### config.mk
export PLATFORM = sky130hd
export DESIGN_NAME = battery_switch_mode_controller_unit
export DESIGN_NICKNAME = d
export VERILOG_FILES = /design/src/bsmc_pkg.sv /design/src/battery_switch_mode_controller_unit.sv /design/src/bsmc_step.sv
export SDC_FILE = /design/constraint.sdc
export NUM_CORES = 1
export LEC_CHECK = 0
export BUFFER_PORTS_ARGS = -buffer_cell sky130_fd_sc_hd__buf_2
export CORE_MARGIN = 2
export CORE_UTILIZATION = 53
export CTS_CLUSTER_SIZE = 30
export DETAILED_ROUTE_END_ITERATION = 7
export GPL_ROUTABILITY_DRIVEN = 0
export PLACE_DENSITY = 0.89
export SYNTH_ARGS = -nofsm -noshare
export SYNTH_HDL_FRONTEND = slang
export SYNTH_HIERARCHICAL = 1
export SYNTH_SLANG_ARGS = --single-unit
### constraint.sdc
create_clock -name clk -period 3.08 [get_ports clk]
set_input_delay 0.154 -clock clk [delete_from_list [all_inputs] [get_ports clk]]
set_output_delay 0.154 -clock clk [all_outputs]
set_load 0.01 [all_outputs]
### src/bsmc_pkg.sv
package bsmc_pkg;

  // switch mode codes
  typedef enum logic [1:0] {
    MODE_OFF    = 2'd0,
    MODE_CHG    = 2'd1,
    MODE_DIS    = 2'd2,
    MODE_NORMAL = 2'd3
  } bsmc_mode_t;

  // field widths
  localparam int ERR_W  = 14;
  localparam int CUR_W  = 18;
  localparam int THR_W  = 16;
  localparam int CFG_AW = 3;
  localparam int CFG_DW = 16;
  localparam int IN_DW  = 40;
  localparam int OUT_DW = 8;

  // chg off flag never blocks either direction
  localparam int CHG_OFF_BIT = 12;

  // register indexes
  localparam logic [CFG_AW-1:0] REG_CHG_EN   = 3'd0;
  localparam logic [CFG_AW-1:0] REG_DIS_EN   = 3'd1;
  localparam logic [CFG_AW-1:0] REG_CHG_MASK = 3'd2;
  localparam logic [CFG_AW-1:0] REG_DIS_MASK = 3'd3;
  localparam logic [CFG_AW-1:0] REG_DIODE_ON  = 3'd4;
  localparam logic [CFG_AW-1:0] REG_DIODE_OFF = 3'd5;

  // register reset values
  localparam logic [ERR_W-1:0] CHG_MASK_RST  = 14'd3889;
  localparam logic [ERR_W-1:0] DIS_MASK_RST  = 14'd11502;
  localparam logic [THR_W-1:0] DIODE_ON_RST  = 16'd500;
  localparam logic [THR_W-1:0] DIODE_OFF_RST = 16'd100;

  typedef struct packed {
    logic [ERR_W-1:0]        error_bits;
    logic                    pack_full;
    logic                    pack_empty;
    logic                    startup_hold;
    logic signed [CUR_W-1:0] pack_current_ma;
  } bsmc_item_t;

  typedef struct packed {
    logic             charge_enable;
    logic             discharge_enable;
    logic [ERR_W-1:0] charge_error_mask;
    logic [ERR_W-1:0] discharge_error_mask;
    logic [THR_W-1:0] diode_on_current_ma;
    logic [THR_W-1:0] diode_off_current_ma;
  } bsmc_cfg_t;

  typedef struct packed {
    bsmc_mode_t mode;
    logic       charge_switch_on;
    logic       discharge_switch_on;
  } bsmc_state_t;

endpackage

### src/battery_switch_mode_controller_unit.sv
// channel   dir  fields (lsb first)
// s_axis    in   tdata: error_bits[13:0] pack_full[14] pack_empty[15] startup_hold[16]
//                       pack_current_ma[34:17], zero fill to 40 bits
// m_axis    out  tdata: mode[1:0] charge_switch_on[2] discharge_switch_on[3], zero fill
// cfg       in   cfg_we, cfg_addr (register index), cfg_wdata
//
// one item per cycle sustained while results are taken; an input passes the input
// register, then one pass of the mode update into the state register
// the state register doubles as the result register, so a result stall
// holds the update and the input register back-pressures s_tready
// rst is synchronous, active high: mode off, both switches open,
// registers back to their defaults
module battery_switch_mode_controller_unit (
  input  logic                          clk,
  input  logic                          rst,
  // error_bits, pack_full, pack_empty, startup_hold, pack_current_ma
  input  logic [bsmc_pkg::IN_DW-1:0]    s_tdata,
  input  logic                          s_tvalid,
  output logic                          s_tready,
  // mode, charge_switch_on, discharge_switch_on
  output logic [bsmc_pkg::OUT_DW-1:0]   m_tdata,
  output logic                          m_tvalid,
  input  logic                          m_tready,
  input  logic                          cfg_we,
  input  logic [bsmc_pkg::CFG_AW-1:0]   cfg_addr,
  input  logic [bsmc_pkg::CFG_DW-1:0]   cfg_wdata
);
  import bsmc_pkg::*;

  localparam int ITEM_W = ERR_W + 3 + CUR_W;

  bsmc_cfg_t   cfg;
  bsmc_item_t  in_item;
  logic        in_valid;
  bsmc_state_t state;
  bsmc_state_t state_next;
  logic        out_valid;
  logic        out_free;
  logic        advance;

  // configuration writes
  always_ff @(posedge clk) begin
    if (rst) begin
      cfg.charge_enable        <= 1'b1;
      cfg.discharge_enable     <= 1'b1;
      cfg.charge_error_mask    <= CHG_MASK_RST;
      cfg.discharge_error_mask <= DIS_MASK_RST;
      cfg.diode_on_current_ma  <= DIODE_ON_RST;
      cfg.diode_off_current_ma <= DIODE_OFF_RST;
    end else if (cfg_we) begin
      case (cfg_addr)
        REG_CHG_EN:    cfg.charge_enable        <= cfg_wdata[0];
        REG_DIS_EN:    cfg.discharge_enable     <= cfg_wdata[0];
        REG_CHG_MASK:  cfg.charge_error_mask    <= cfg_wdata[ERR_W-1:0];
        REG_DIS_MASK:  cfg.discharge_error_mask <= cfg_wdata[ERR_W-1:0];
        REG_DIODE_ON:  cfg.diode_on_current_ma  <= cfg_wdata[THR_W-1:0];
        REG_DIODE_OFF: cfg.diode_off_current_ma <= cfg_wdata[THR_W-1:0];
        default: ;
      endcase
    end
  end

  // pipeline handshake
  assign out_free = !out_valid || m_tready;
  assign advance  = in_valid && out_free;
  assign s_tready = !in_valid || out_free;

  // input register
  always_ff @(posedge clk) begin
    if (rst) begin
      in_valid <= 1'b0;
    end else if (s_tready) begin
      in_valid <= s_tvalid;
    end
  end

  always_ff @(posedge clk) begin
    if (s_tready && s_tvalid) begin
      in_item.error_bits      <= s_tdata[ERR_W-1:0];
      in_item.pack_full       <= s_tdata[ERR_W];
      in_item.pack_empty      <= s_tdata[ERR_W+1];
      in_item.startup_hold    <= s_tdata[ERR_W+2];
      in_item.pack_current_ma <= signed'(s_tdata[ITEM_W-1:ERR_W+3]);
    end
  end

  bsmc_step u_step (
    .item (in_item),
    .cfg  (cfg),
    .cur  (state),
    .nxt  (state_next)
  );

  // state register, also the result held for the output transaction
  always_ff @(posedge clk) begin
    if (rst) begin
      state.mode                <= MODE_OFF;
      state.charge_switch_on    <= 1'b0;
      state.discharge_switch_on <= 1'b0;
      out_valid                 <= 1'b0;
    end else begin
      if (advance) begin
        state <= state_next;
      end
      if (out_free) begin
        out_valid <= advance;
      end
    end
  end

  assign m_tvalid = out_valid;
  assign m_tdata  = {{(OUT_DW-4){1'b0}}, state.discharge_switch_on,
                     state.charge_switch_on, state.mode};

endmodule

### src/bsmc_step.sv
module bsmc_step (
  input  bsmc_pkg::bsmc_item_t  item,
  input  bsmc_pkg::bsmc_cfg_t   cfg,
  input  bsmc_pkg::bsmc_state_t cur,
  output bsmc_pkg::bsmc_state_t nxt
);
  import bsmc_pkg::*;

  localparam int CMP_W = CUR_W + 1;

  logic [ERR_W-1:0]        err_eff;
  logic                    chg_ok;
  logic                    dis_ok;
  logic signed [CMP_W-1:0] cur_x;
  logic signed [CMP_W-1:0] on_x;
  logic signed [CMP_W-1:0] off_x;

  // permission checks, chg off flag stripped first
  always_comb begin
    err_eff = item.error_bits;
    err_eff[CHG_OFF_BIT] = 1'b0;
    chg_ok = ((err_eff & cfg.charge_error_mask) == '0) && !item.pack_full
             && cfg.charge_enable;
    dis_ok = ((err_eff & cfg.discharge_error_mask) == '0) && !item.pack_empty
             && cfg.discharge_enable;
  end

  // widened operands for the diode hysteresis compares
  assign cur_x = CMP_W'(item.pack_current_ma);
  assign on_x  = signed'({{(CMP_W-THR_W){1'b0}}, cfg.diode_on_current_ma});
  assign off_x = signed'({{(CMP_W-THR_W){1'b0}}, cfg.diode_off_current_ma});

  // mode transitions
  always_comb begin
    nxt = cur;
    case (cur.mode)
      MODE_OFF: begin
        if (!item.startup_hold) begin
          if (dis_ok) begin
            nxt.discharge_switch_on = 1'b1;
            nxt.mode = MODE_DIS;
          end else if (chg_ok) begin
            nxt.charge_switch_on = 1'b1;
            nxt.mode = MODE_CHG;
          end
        end
      end
      MODE_CHG: begin
        if (!chg_ok) begin
          nxt.charge_switch_on = 1'b0;
          nxt.discharge_switch_on = 1'b0;
          nxt.mode = MODE_OFF;
        end else if (dis_ok) begin
          nxt.discharge_switch_on = 1'b1;
          nxt.mode = MODE_NORMAL;
        end else if (cur_x > on_x) begin
          nxt.discharge_switch_on = 1'b1;
        end else if (cur_x < off_x) begin
          nxt.discharge_switch_on = 1'b0;
        end
      end
      MODE_DIS: begin
        if (!dis_ok) begin
          nxt.charge_switch_on = 1'b0;
          nxt.discharge_switch_on = 1'b0;
          nxt.mode = MODE_OFF;
        end else if (chg_ok) begin
          nxt.charge_switch_on = 1'b1;
          nxt.mode = MODE_NORMAL;
        end else if (cur_x < -on_x) begin
          nxt.charge_switch_on = 1'b1;
        end else if (cur_x > -off_x) begin
          nxt.charge_switch_on = 1'b0;
        end
      end
      MODE_NORMAL: begin
        if (!dis_ok) begin
          nxt.discharge_switch_on = 1'b0;
          nxt.mode = MODE_CHG;
        end else if (!chg_ok) begin
          nxt.charge_switch_on = 1'b0;
          nxt.mode = MODE_DIS;
        end
      end
      default: begin
        nxt = cur;
      end
    endcase
  end

endmodule

=== After elaboration in Yosys (flattened, before gate mapping) ===
Cells that the tools add are included.

* Order comparisons: 4
* Bitwise gates (word level): 2
* $add $sub $neg: 2
* Reduce and logical (&&, ||, !) cells: 25
* Equal/unequal tests: 21
* Mux-type cells: 22

{| class="wikitable"
|+ Operators with widths
! operator !! count
|-
| $neg A16 Y19 || 2
|-
| $and A14 B14 Y14 || 2
|-
| $logic_not A14 Y1 || 2
|-
| $gt A18 B19 Y1 || 1
|-
| $lt A18 B19 Y1 || 1
|-
| $gt A18 B17 Y1 || 1
|-
| $lt A18 B17 Y1 || 1
|-
| $pmux W4 S4 || 1
|-
| $mux W1 || 12
|-
| $reduce_and A2 Y1 || 6
|-
| $mux W2 || 5
|-
| $mux W3 || 3
|-
| $ne A2 B2 Y1 const B || 4
|-
| $reduce_and A8 Y1 || 1
|-
| $eq A3 B2 Y1 const B || 2
|-
| $eq A3 B3 Y1 const B || 2
|-
| $logic_and A1 B1 Y1 || 6
|-
| $ne A2 B1 Y1 const B || 3
|-
| $ne A3 B3 Y1 const B || 2
|-
| $reduce_and A6 Y1 || 1
|-
| $ne A5 B4 Y1 const B || 1
|-
| $ne A5 B5 Y1 const B || 1
|-
| $eq A2 B2 Y1 const B || 2
|-
| $logic_not A1 Y1 || 4
|-
| 9 further kinds || 10
|}

* Register bits: 103
* Word-level logic and storage cells: 92
* Output and inout port bits: 10

=== Longest topological paths before layout ===
Gate-level depths: netlist (run 1).

* Depth in word-level cells: 8
* Mapped depth: 15
* Gate-level depth less buffers: 15

=== Hierarchy ===
Netlist (run 1), hierarchy kept.

{| class="wikitable"
|+ Modules (own cells, without submodules)
! module !! times used !! area an instance (µm²) !! seq. area each (µm²) !! cells an instance
|-
| battery_switch_mode_controller_unit || 1 || 3567.2 || 2412.3 || 326
|-
| bsmc_step || 1 || 2432.3 || 0.0 || 341
|}

=== Worst setup path before layout (run 1) ===
OpenSTA, ideal clock, no wires.

* Path kind: register to register
* Start point: register cfg[4] (netlist name)
* End point: register state, in the netlist m_tdata[2]
* Path buffers: 0
* Data required time: 2.954 ns
* Slack: 0.117 ns
* Library setup time: 0.126 ns
* Stages on the path, launching flop included: 15
* Data arrival time: 2.837 ns
* Cells stage by stage: dfxtp_1 > nor4_2 > nand2_1 > or4_4 > nor2_1 > xnor2_1 > ha_1 > nand4_1 > or2_2 > a21oi_1 > o41ai_1 > a2111oi_0 > a32oi_1 > nand2b_1 > mux2i_1

* Cells in the longest elaborated chain, start to end: 4

{| class="wikitable"
|+ RTL lines
! item !! RTL line !! source
|-
| $neg A16 Y19 || bsmc_step.sv:72 || <nowiki>end else if (cur_x > -off_x) begin</nowiki>
|-
| $gt A18 B19 Y1 || bsmc_step.sv:72 ||
|-
| $ne A5 B4 Y1 (no source line) || -- ||
|-
| $reduce_and A8 Y1 (no source line) || -- ||
|-
| end signal, assigned || battery_switch_mode_controller_unit.sv:103 || <nowiki>state <= state_next;</nowiki>
|-
| end, declared || battery_switch_mode_controller_unit.sv:35 || <nowiki>bsmc_state_t state;</nowiki>
|}

Every way passes these cells.
A chain may end at the register's enable or synchronous reset.

=== Worst setup path in the final report (run 1) ===
* Start point: register cfg[3] (netlist name)
* End point: register state, in the netlist m_tdata[2]

* Cells in the longest elaborated chain, start to end: 4

{| class="wikitable"
|+ RTL lines
! item !! RTL line
|-
| $neg A16 Y19 || bsmc_step.sv:72
|-
| $gt A18 B19 Y1 || bsmc_step.sv:72
|-
| $ne A5 B4 Y1 (no source line) || --
|-
| $reduce_and A8 Y1 (no source line) || --
|}

Every way passes these cells.

==> flow_summary_export.csv, run 1 <==
group,metric,value,unit
status,status,"complete, but fails checks",
status,violations,"negative setup slack",
place,io_buffers,63,
sta,hold_violations,0,
yosys,syn_inst,659,
cts,clkSinkCount,100,
drt,routed_wl,14500,um
global_route,grt_max_degree,62,
finish,drive_gt1_share,16.3,%
sta,setup_viol_count_final,1,
drt,via_count,5204,
run,drv_cap,0,
sta,fmax,0.315,GHz
yosys,ys_warn_count,6,
cts,cts_tree,"done",
die,top_level_ports,74,
die,start_util,54.5,%
finish,areaGrowthSynthToFinish,19.5,%
power,peakVddDrop,0.336,mV
sta,rsz0062_at_grt,"yes",
critical_path,worstSetupPathType,"reg2reg",
cts,clock_tree.root_cell,"clkbuf_8",
critical_path,critPathRequiredTime,3.39,ns
global_route,antenna_found_initial,0,
cts,cts_inserted_buffers,9,
global_route,grt_overflow,0,
place,place_worst_setup_slack,-0.120,ns
drt,antenna_left,0,
global_route,grt_pass1_vias,4991,
critical_path,cp_slowest_cell,"or4_4",
global_route,grt_pass1_wl,23600,um
die,die_h,110,um
power,powerDensity,381,mW/mm^2
critical_path,crit_path_end_kind,"register",
power,power_leakage,2.85,nW
critical_path,path_common_cell,"nand2_1",
critical_path,max_stage_delay,0.47,ns
drt,via_per_inst,5.71,
die,core_area,0.0108,mm^2
die,rows,38,
finish,nNetsFinal,900,
critical_path,arrival,3.48,ns
cts,htreeDepth,3,
global_route,grtUsageTotal,25.3,%
place,place_hpwl,10400,um
yosys,syn_area_per_cell,8.96,um^2
yosys,netlist_area,0.00590,mm^2
worst_hold_path,hold_class,"in2reg",
sta,fin_setup_tns,-0.0930,ns
critical_path,worstSetupStartpointType,"register",
sta,fin_crit_sh,103,%
critical_path,cp_max_fo,3,
sta,finClkSkew,0.0119,ns
finish,fill_cells,865,
cts,cts_buffer_depth,2,
sta,finalCriticalPeriod,3.17,ns
drt,drc,0,
drt,post_drt_wl_per_cell,16.0,um
die,dieWidth,110,um
die,dieArea,0.0120,mm^2
cts,clkSlewWorstSetupHoldPaths,0.11,ns
sta,slew_headroom,42.0,%
sta,max_slew.worst_pin.slew,0.870,ns
sta,drv_slew,0,
finish,insertedDiodeCount,0,
drt,drtIter0Drc,353,
sta,setup_ws,-0.0930,ns
cts,clk_latency,0.38,ns
critical_path,worstPathCellList,"nor4_4, nand2_1, or4_4, o41ai_2, nand2_1, ha_1, a21o_1, nand3_1, a21oi_1, a211oi_1, a2111oi_2, a32oi_1, nand2b_1, mux2i_1",
drt,drtPass1Iterations,6,
power breakdown:
part / total (mW) / internal, mW / switching [mW] / leakage [nW]
clock: 0.895 / 0.395 / 0.500 / 0.106
sequential: 1.46 / 1.41 / 0.0440 / 0.868
combinational: 0.337 / 0.155 / 0.182 / 1.87
routing by layer:
| layer | part of all wire (%) | vias to the layer above | global-route usage, % |
|---|---|---|---|
| met3 | 6.6 | 41 | 4.68 |
| met2 | 48 | 205 | 43.5 |
| li1 | - | 2572 | - |
| met5 | 0 | - | 0 |
| met4 | 3.4 | 0 | 10.5 |
| met1 | 42 | 2386 | 31.1 |
flip-flops by register name, indices dropped and copies added, names as in the netlist:
| name | count |
|---|---|
| in_item | 34 |
| in_valid | 1 |
| m_tdata | 4 |
| cfg | 60 |
| m_tvalid | 1 |
critical path, delay by kind of cell (launching register included):
family	cells	cell delay, ns
AOI/OAI and AO/OA	6	1.21
adders and majority gates	1	0.30
DFF	1	0.36
muxes	1	0.12
and+or+nand+nor	6	1.10
final timing paths:
| check | start | to | slack, ns | cells after the start |
|---|---|---|---|---|
| max | cfg[3]$_SDFFE_PP0P_ | m_tdata[2]$_SDFFE_PP0P_ | -0.09 | 14 |
| max reg2reg | cfg[3]$_SDFFE_PP0P_ | m_tdata[2]$_SDFFE_PP0P_ | -0.09 | 14 |
| min | cfg_wdata[2] | cfg[48]$_SDFFE_PP0P_ | 0.02 | 3 |
| min reg2reg | cfg[47]$_SDFFE_PP0P_ | cfg[47]$_SDFFE_PP0P_ | 0.46 | 2 |
cell type report:
| class | count | area (um^2) | share of cell area [%] |
|---|---|---|---|
| tap | 140 | 175 | 2.48 |
| multi-input combinational | 494 | 3340 | 47.3 |
| clock inverter | 6 | 81.3 | 1.15 |
| sequential | 100 | 2340 | 33.2 |
| inverter | 40 | 150 | 2.13 |
| clock buffer | 10 | 128 | 1.81 |
| timing repair buffer | 121 | 836 | 11.9 |
layout by cell type (no fill, tap or decap), types with 4 or more instances in the layout:
cell type and n:
a211oi_1 8, a21o_1 6, a21oi_1 79, a22oi_1 13, buf_2 63, buf_4 24
clkbuf_8 9, conb_1 4, dfxtp_1 64, dlygate4sd3_1 34, edfxtp_1 34, ha_1 70
inv_1 40, mux2i_1 9, nand2_1 90, nand2b_1 8, nand3_1 13, nand4_1 14
nor2_1 46, nor2b_1 8, nor3_1 35, nor4_1 5, o21ai_0 11, xnor2_1 23
what timing repair did:
action | 4_1_cts | 5_1_grt
setup endpoints to repair | 1 | 1
buffers inserted | 3 | 0
gates resized for setup | 11 | 4
hold buffers | 34 | 0
endpoints found under the hold margin | 34 | 0
pin swaps | 8 | 5
stage by stage:
step	hold WS, ns	cells	util, %	instance area (um^2)	total power, mW
after floorplan	0.253	662	-	5910	1.66
after global placement	0.330	858	59.1	6410	1.77
after detailed placement	0.332	858	59.1	6410	1.78
after CTS	0.000788	911	64.9	7030	2.70
after global routing	0.00640	911	65.1	7050	2.80
final	0.0191	911	65.1	7050	2.69
Note: power is estimated with default switching activity, not from simulation.
==> run 2, diff against run 1 <==
--- a/config.mk
+++ b/config.mk
@@ -8,9 +8,10 @@
 export BUFFER_PORTS_ARGS = -buffer_cell sky130_fd_sc_hd__buf_2
 export CORE_MARGIN = 2
-export CORE_UTILIZATION = 53
+export CORE_UTILIZATION = 45
 export CTS_CLUSTER_SIZE = 30
 export DETAILED_ROUTE_END_ITERATION = 7
 export GPL_ROUTABILITY_DRIVEN = 0
-export PLACE_DENSITY = 0.89
+export MAX_ROUTING_LAYER = met4
+export PLACE_DENSITY = 0.79
 export SYNTH_ARGS = -nofsm -noshare
 export SYNTH_HDL_FRONTEND = slang
==> constraint.sdc (replaced) <==
create_clock -name clk -period 3.08 [get_ports clk]
set_input_delay 0.154 -clock clk [delete_from_list [all_inputs] [get_ports clk]]
set_output_delay 0.154 -clock clk [all_outputs]
set_load 0.005 [all_outputs]
==> run 2 against run 1 <==
  * The run still ends with negative setup slack left
  * Clock power grew 24%
  * Die area grew 17%
  * Sequential share of layout area shrank 0.74 points
  * Wire length grew 0.72%
  * Via count shrank 1.3%
  * Non-clock buffer count is the same
  * Critical path type unchanged
  * Critical endpoint unchanged
  * Largest power group unchanged
==> flow_summary_export.csv, run 2 (synthesis gave the netlist of run 1 again) <==
group,metric,value,unit
power,power_leakage,2.88,nW
status,status,"complete, but fails checks",
worst_hold_path,hp-start,"cfg_wdata[14]",
sta,fmax,0.320,GHz
drt,drtPass1Iterations,5,
cts,clkSlewWorstSetupHoldPaths,0.07,ns
finish,final_util,56.8,%
cts,clk_latency,0.35,ns
sta,fin_setup_tns,-0.0443,ns
sta,whs,0.0560,ns
die,start_util,46.4,%
global_route,grt_pass1_vias,5051,
place,place_hpwl,10800,um
sta,hold_violations,0,
die,core_area,0.0127,mm^2
sta,rsz0062_at_grt,"yes",
global_route,grt_overflow,0,
finish,insertedDiodeCount,0,
worst_hold_path,hold_class,"in2reg",
finish,regMostFlops,"cfg",
finish,mostFrequentLayoutCells,"nand2_1, a21oi_1, ha_1",
power,powerDensity,403,mW/mm^2
cts,htreeDepth,3,
drt,drc,0,
critical_path,cp_max_fo,4,
critical_path,worstSetupPathType,"reg2reg",
critical_path,critPathRequiredTime,3.37,ns
finish,areaGrowthSynthToFinish,22.4,%
worst_hold_path,worstHoldPathCells,3,
finish,drive_gt1_share,17.0,%
finish,layout_commonest_cell,"nand2_1",
die,rows,41,
sta,finClkSkew,0.00999,ns
global_route,grt_max_degree,52,
power,peakVddDrop,0.563,mV
critical_path,arrival,3.41,ns
sta,drv_slew,0,
drt,via_count,5134,
place,io_buffers,63,
cts,clkSinkCount,100,
die,dieWidth,119,um
finish,nNetsFinal,900,
sta,setup_viol_count_final,1,
critical_path,r2r-start,"cfg[3]$_SDFFE_PP0P_",
critical_path,worstSetupStartpointType,"register",
drt,antenna_left,0,
place,place_worst_setup_slack,-0.0903,ns
drt,via_per_inst,5.44,
power,power_switching_share,26.4,%
critical_path,ff2ff_path_depth,14,
cts,cts_tree,"done",
finish,largest_register_ffs,60,
die,dieArea,0.0141,mm^2
critical_path,crit_path_end_kind,"register",
power,p_comb_share,11.7,%
power,seqPwrFrac,50.1,%
cts,cts_inserted_buffers,9,
sta,setup_ws,-0.0443,ns
die,top_level_ports,74,
global_route,antenna_found_initial,0,
drt,post_drt_wl_per_cell,15.5,um
worst_hold_path,min_to,"cfg[14]$_SDFFE_PP0P_",
critical_path,rr_endpoint,"m_tdata[2]$_SDFFE_PP0P_",
die,die_h,119,um
power,power.share.clock,38.2,%
power,p_sw,0.769,mW
sta,finalCriticalPeriod,3.12,ns
finish,fill_cells,1137,
sta,max_slew.worst_pin.slew,0.727,ns
power,p_int,2.14,mW
global_route,grtUsageTotal,22.2,%
sta,slew_headroom,51.5,%
run,drv_cap,0,
status,violations,"negative setup slack",
cts,clock_tree.root_cell,"clkbuf_16",
drt,routed_wl,14600,um
global_route,grt_pass1_wl,24300,um
sta,fin_crit_sh,101,%
cts,cts_buffer_depth,2,
critical_path,reg2reg_slack,-0.04,ns
drt,drtIter0Drc,279,
[run 2: layer usage]
| metal | share of wire [%] | routed length (um) | global-route usage [%] | vias up |
|---|---|---|---|---|
| li1 | - | - | - | 2579 |
| met1 | 44 | 6510 | 26.7 | 2395 |
| met2 | 49 | 7140 | 37.5 | 137 |
| met3 | 4.7 | 685 | 4.58 | 23 |
| met4 | 2.1 | 301 | 6.85 | 0 |
| met5 | 0 | 0 | - | - |
[run 2: layout make-up]
class | instances | area, um^2 | area share (%)
inverter | 40 | 150 | 2.08
clock inverter | 7 | 72.6 | 1.00
timing repair buffer | 121 | 852 | 11.8
sequential | 100 | 2350 | 32.5
clock buffer | 9 | 225 | 3.12
tap | 172 | 215 | 2.98
multi-input combinational | 494 | 3360 | 46.5
[run 2: critical path: stages, from the launching register on]
cell and delay, ns:
dfxtp_4 0.36, nor4_4 0.29, nand2_1 0.12, or4_4 0.48
nand2b_4 0.20, nor2_4 0.08, xnor2_1 0.07, ha_1 0.33
nand4_1 0.17, nor4_2 0.35, o21a_1 0.17, a2111oi_2 0.05
a32oi_1 0.22, nand2b_1 0.07, mux2i_1 0.11
[run 2: how the worst max path moves through the flow]
stage          cells after the start  slack [ns]            startpoint                       to
2_1_floorplan                     14        0.12   cfg[4]$_SDFFE_PP0P_  m_tdata[2]$_SDFFE_PP0P_
3_3_place_gp                      14       -0.06  cfg[18]$_SDFFE_PP1P_  m_tdata[2]$_SDFFE_PP0P_
3_5_place_dp                      14       -0.09  cfg[18]$_SDFFE_PP1P_  m_tdata[2]$_SDFFE_PP0P_
4_1_cts                           14      -0.006   cfg[2]$_SDFFE_PP1P_  m_tdata[2]$_SDFFE_PP0P_
5_1_grt                           14       -0.21   cfg[3]$_SDFFE_PP0P_  m_tdata[2]$_SDFFE_PP0P_
6_report                          14       -0.04   cfg[3]$_SDFFE_PP0P_  m_tdata[2]$_SDFFE_PP0P_
[run 2: power groups by stage]
stage / sequential (mW) / combinational (mW) / clock (mW)
final: 1.46 / 0.341 / 1.11
after global routing: 1.46 / 0.383 / 1.20
after CTS: 1.46 / 0.337 / 1.14
after detailed placement: 1.48 / 0.297 / 0
after global placement: 1.48 / 0.289 / 0
after floorplan: 1.47 / 0.192 / 0
[run 2: timing repair]
action                                 CTS  global route
endpoints found under the hold margin   34             0
pin swaps                               14             8
hold buffers                            34             0
gates resized for setup                 16             6
buffers inserted                         2             0
setup endpoints to repair                1             1
[run 2: through the flow]
stage	std cells	cell area (um^2)	total power [mW]
finish	943	7230	2.91
floorplan	662	5910	1.66
detailed placement	891	6470	1.78
global route	943	7230	3.04
CTS	943	7200	2.93
global placement	891	6470	1.77
==> run 3, diff against run 2 <==
Settings changed: PLACE_DENSITY 0.79 to 0.76, SKIP_LAST_GASP set to 1.
Clock period 3.08 ns to 4 ns, I/O delays scaled along.
==> run 3 against run 2 <==
  * The flow now finishes without violations
  * Register-to-register slack improved by 0.78 ns
  * Worst setup slack improved by 0.78 ns
  * Sequential power decreased by 23%
  * Final area decreased by 8.7%
  * Critical endpoint unchanged
  * Largest power group unchanged
  * First-iteration DRC count increased by 22%
  * Via count decreased by 6.8%
  * Global-route usage decreased by 2.3 points
  * Worst hold slack got worse by 0.036 ns
  * Count of clock-buffer cells in the layout unchanged
  * Die area unchanged
  * Non-clock buffer count decreased by 56
  * Fmax decreased by 4.3%
==> flow_summary_export.csv, run 3 (synthesis gave the netlist of run 1 again) <==
group,metric,value,unit
drt,drc,0,
global_route,grt_pass1_vias,4501,
finish,largest_register_ffs,60,
die,top_level_ports,74,
die,rows,41,
global_route,grt_pass1_wl,21700,um
finish,areaGrowthSynthToFinish,11.8,%
sta,finClkSkew,0.00712,ns
die,core_area,0.0127,mm^2
cts,clk_latency,0.35,ns
die,dieWidth,119,um
die,dieArea,0.0141,mm^2
global_route,grtUsageTotal,19.9,%
finish,register_area,0.00234,mm^2
cts,cts_tree,"done",
global_route,grt_overflow,0,
critical_path,worstSetupStartpointType,"register",
critical_path,arrival,3.49,ns
finish,multi_input_area,0.00327,mm^2
finish,final_util,51.9,%
power,power_leakage,2.62,nW
cts,cts-resized-gates,0,
finish,fill_cells,1227,
sta,rsz0062_at_grt,"no",
finish,insertedDiodeCount,0,
drt,routed_wl,13400,um
global_route,antenna_found_initial,0,
finish,layout_commonest_cell,"nand2_1",
critical_path,cp_max_fo,4,
sta,fin_setup_tns,0,ns
global_route,grt_max_degree,51,
cts,holdBufCountCts,0,
power,powerDensity,333,mW/mm^2
sta,drv_slew,0,
worst_hold_path,hold_class,"in2reg",
die,die_h,119,um
sta,slew_headroom,27.1,%
place,place_hpwl,10100,um
critical_path,critPathRequiredTime,4.23,ns
sta,hold_violations,0,
sta,whs,0.0198,ns
run,drv_cap,0,
cts,post-cts-setup-buffers,0,
cts,clkSinkCount,100,
drt,via_count,4786,
cts,clock_tree.root_cell,"clkbuf_16",
drt,drtIter0Drc,339,
sta,max_slew.worst_pin.slew,1.09,ns
finish,mostFrequentLayoutCells,"nand2_1, a21oi_1, ha_1",
critical_path,worstSetupPathType,"reg2reg",
drt,via_per_inst,5.40,
die,start_util,46.4,%
power,peakVddDrop,0.269,mV
sta,finalCriticalPeriod,3.26,ns
sta,fin_crit_sh,81.6,%
finish,nNetsFinal,844,
place,io_buffers,63,
cts,cts_buffer_depth,2,
finish,fin_area,0.00660,mm^2
drt,drtPass1Iterations,5,
sta,fmax,0.306,GHz
critical_path,crit_path_end_kind,"register",
finish,drive_gt1_share,13.0,%
cts,cts_inserted_buffers,9,
cts,clkSlewWorstSetupHoldPaths,0.07,ns
cts,htreeDepth,3,
drt,antenna_left,0,
place,dpl_cell_area,0.00631,mm^2
status,status,"complete, no violations",
sta,setup_ws,0.736,ns
place,place_worst_setup_slack,0.735,ns
finish,regMostFlops,"cfg",
sta,setup_viol_count_final,0,
drt,post_drt_wl_per_cell,15.1,um
[run 3: cell count changes in the layout (fill, tap and decap cells not counted), sizes merged]
cell | previous run | this run
clkinv | 2 | 3
dlygate4sd3 | 34 | 0
inv | 42 | 44
clkinvlp | 3 | 0
buf | 87 | 65
[run 3: final timing paths]
check	startpoint	end	slack (ns)	cells after the start
max	cfg[4]$_SDFFE_PP0P_	m_tdata[2]$_SDFFE_PP0P_	0.74	14
min	s_tdata[2]	in_item[23]$_DFFE_PP_	0.02	1
max reg2reg	cfg[4]$_SDFFE_PP0P_	m_tdata[2]$_SDFFE_PP0P_	0.74	14
min reg2reg	cfg[52]$_SDFFE_PP0P_	cfg[52]$_SDFFE_PP0P_	0.46	2
[run 3: stage by stage]
step,instances,power [mW]
after floorplan,662,1.28
after global placement,871,1.36
after detailed placement,871,1.36
after CTS,887,2.22
after global routing,887,2.29
final,887,2.20
[run 3: cell type report]
class / instances / area share [%]
multi-input cells: 494 / 49.5
flip-flops and latches: 100 / 35.5
repair buffers: 65 / 5.00
clock buffers: 9 / 3.41
well taps: 172 / 3.26
inverters: 40 / 2.27
clock inverters: 7 / 1.04
[run 3: critical path, cell delays in order, from the launching register on]
cell	delay [ns]
dfxtp_1	0.36
nor4_2	0.32
nand2_1	0.15
or4_4	0.45
nor2_1	0.13
xnor2_1	0.08
ha_1	0.29
nand4_1	0.11
or2_2	0.33
a21oi_1	0.12
o41ai_1	0.11
a2111oi_0	0.39
a32oi_1	0.16
nand2b_1	0.09
mux2i_1	0.06
[run 3: power by group]
| group | leakage [nW] | internal (mW) | switching, mW |
|---|---|---|---|
| logic | 1.61 | 0.0918 | 0.127 |
| clock network | 0.145 | 0.440 | 0.419 |
| registers | 0.868 | 1.09 | 0.0352 |
| total | 2.62 | 1.62 | 0.581 |
[run 3: metal layers]
layer	GRT usage (%)	vias to the layer above	part of all wire [%]
li1	-	2458	-
met1	26.0	2194	47
met2	32.4	123	47
met3	3.43	11	4.3
met4	4.61	0	1.1
met5	-	-	0
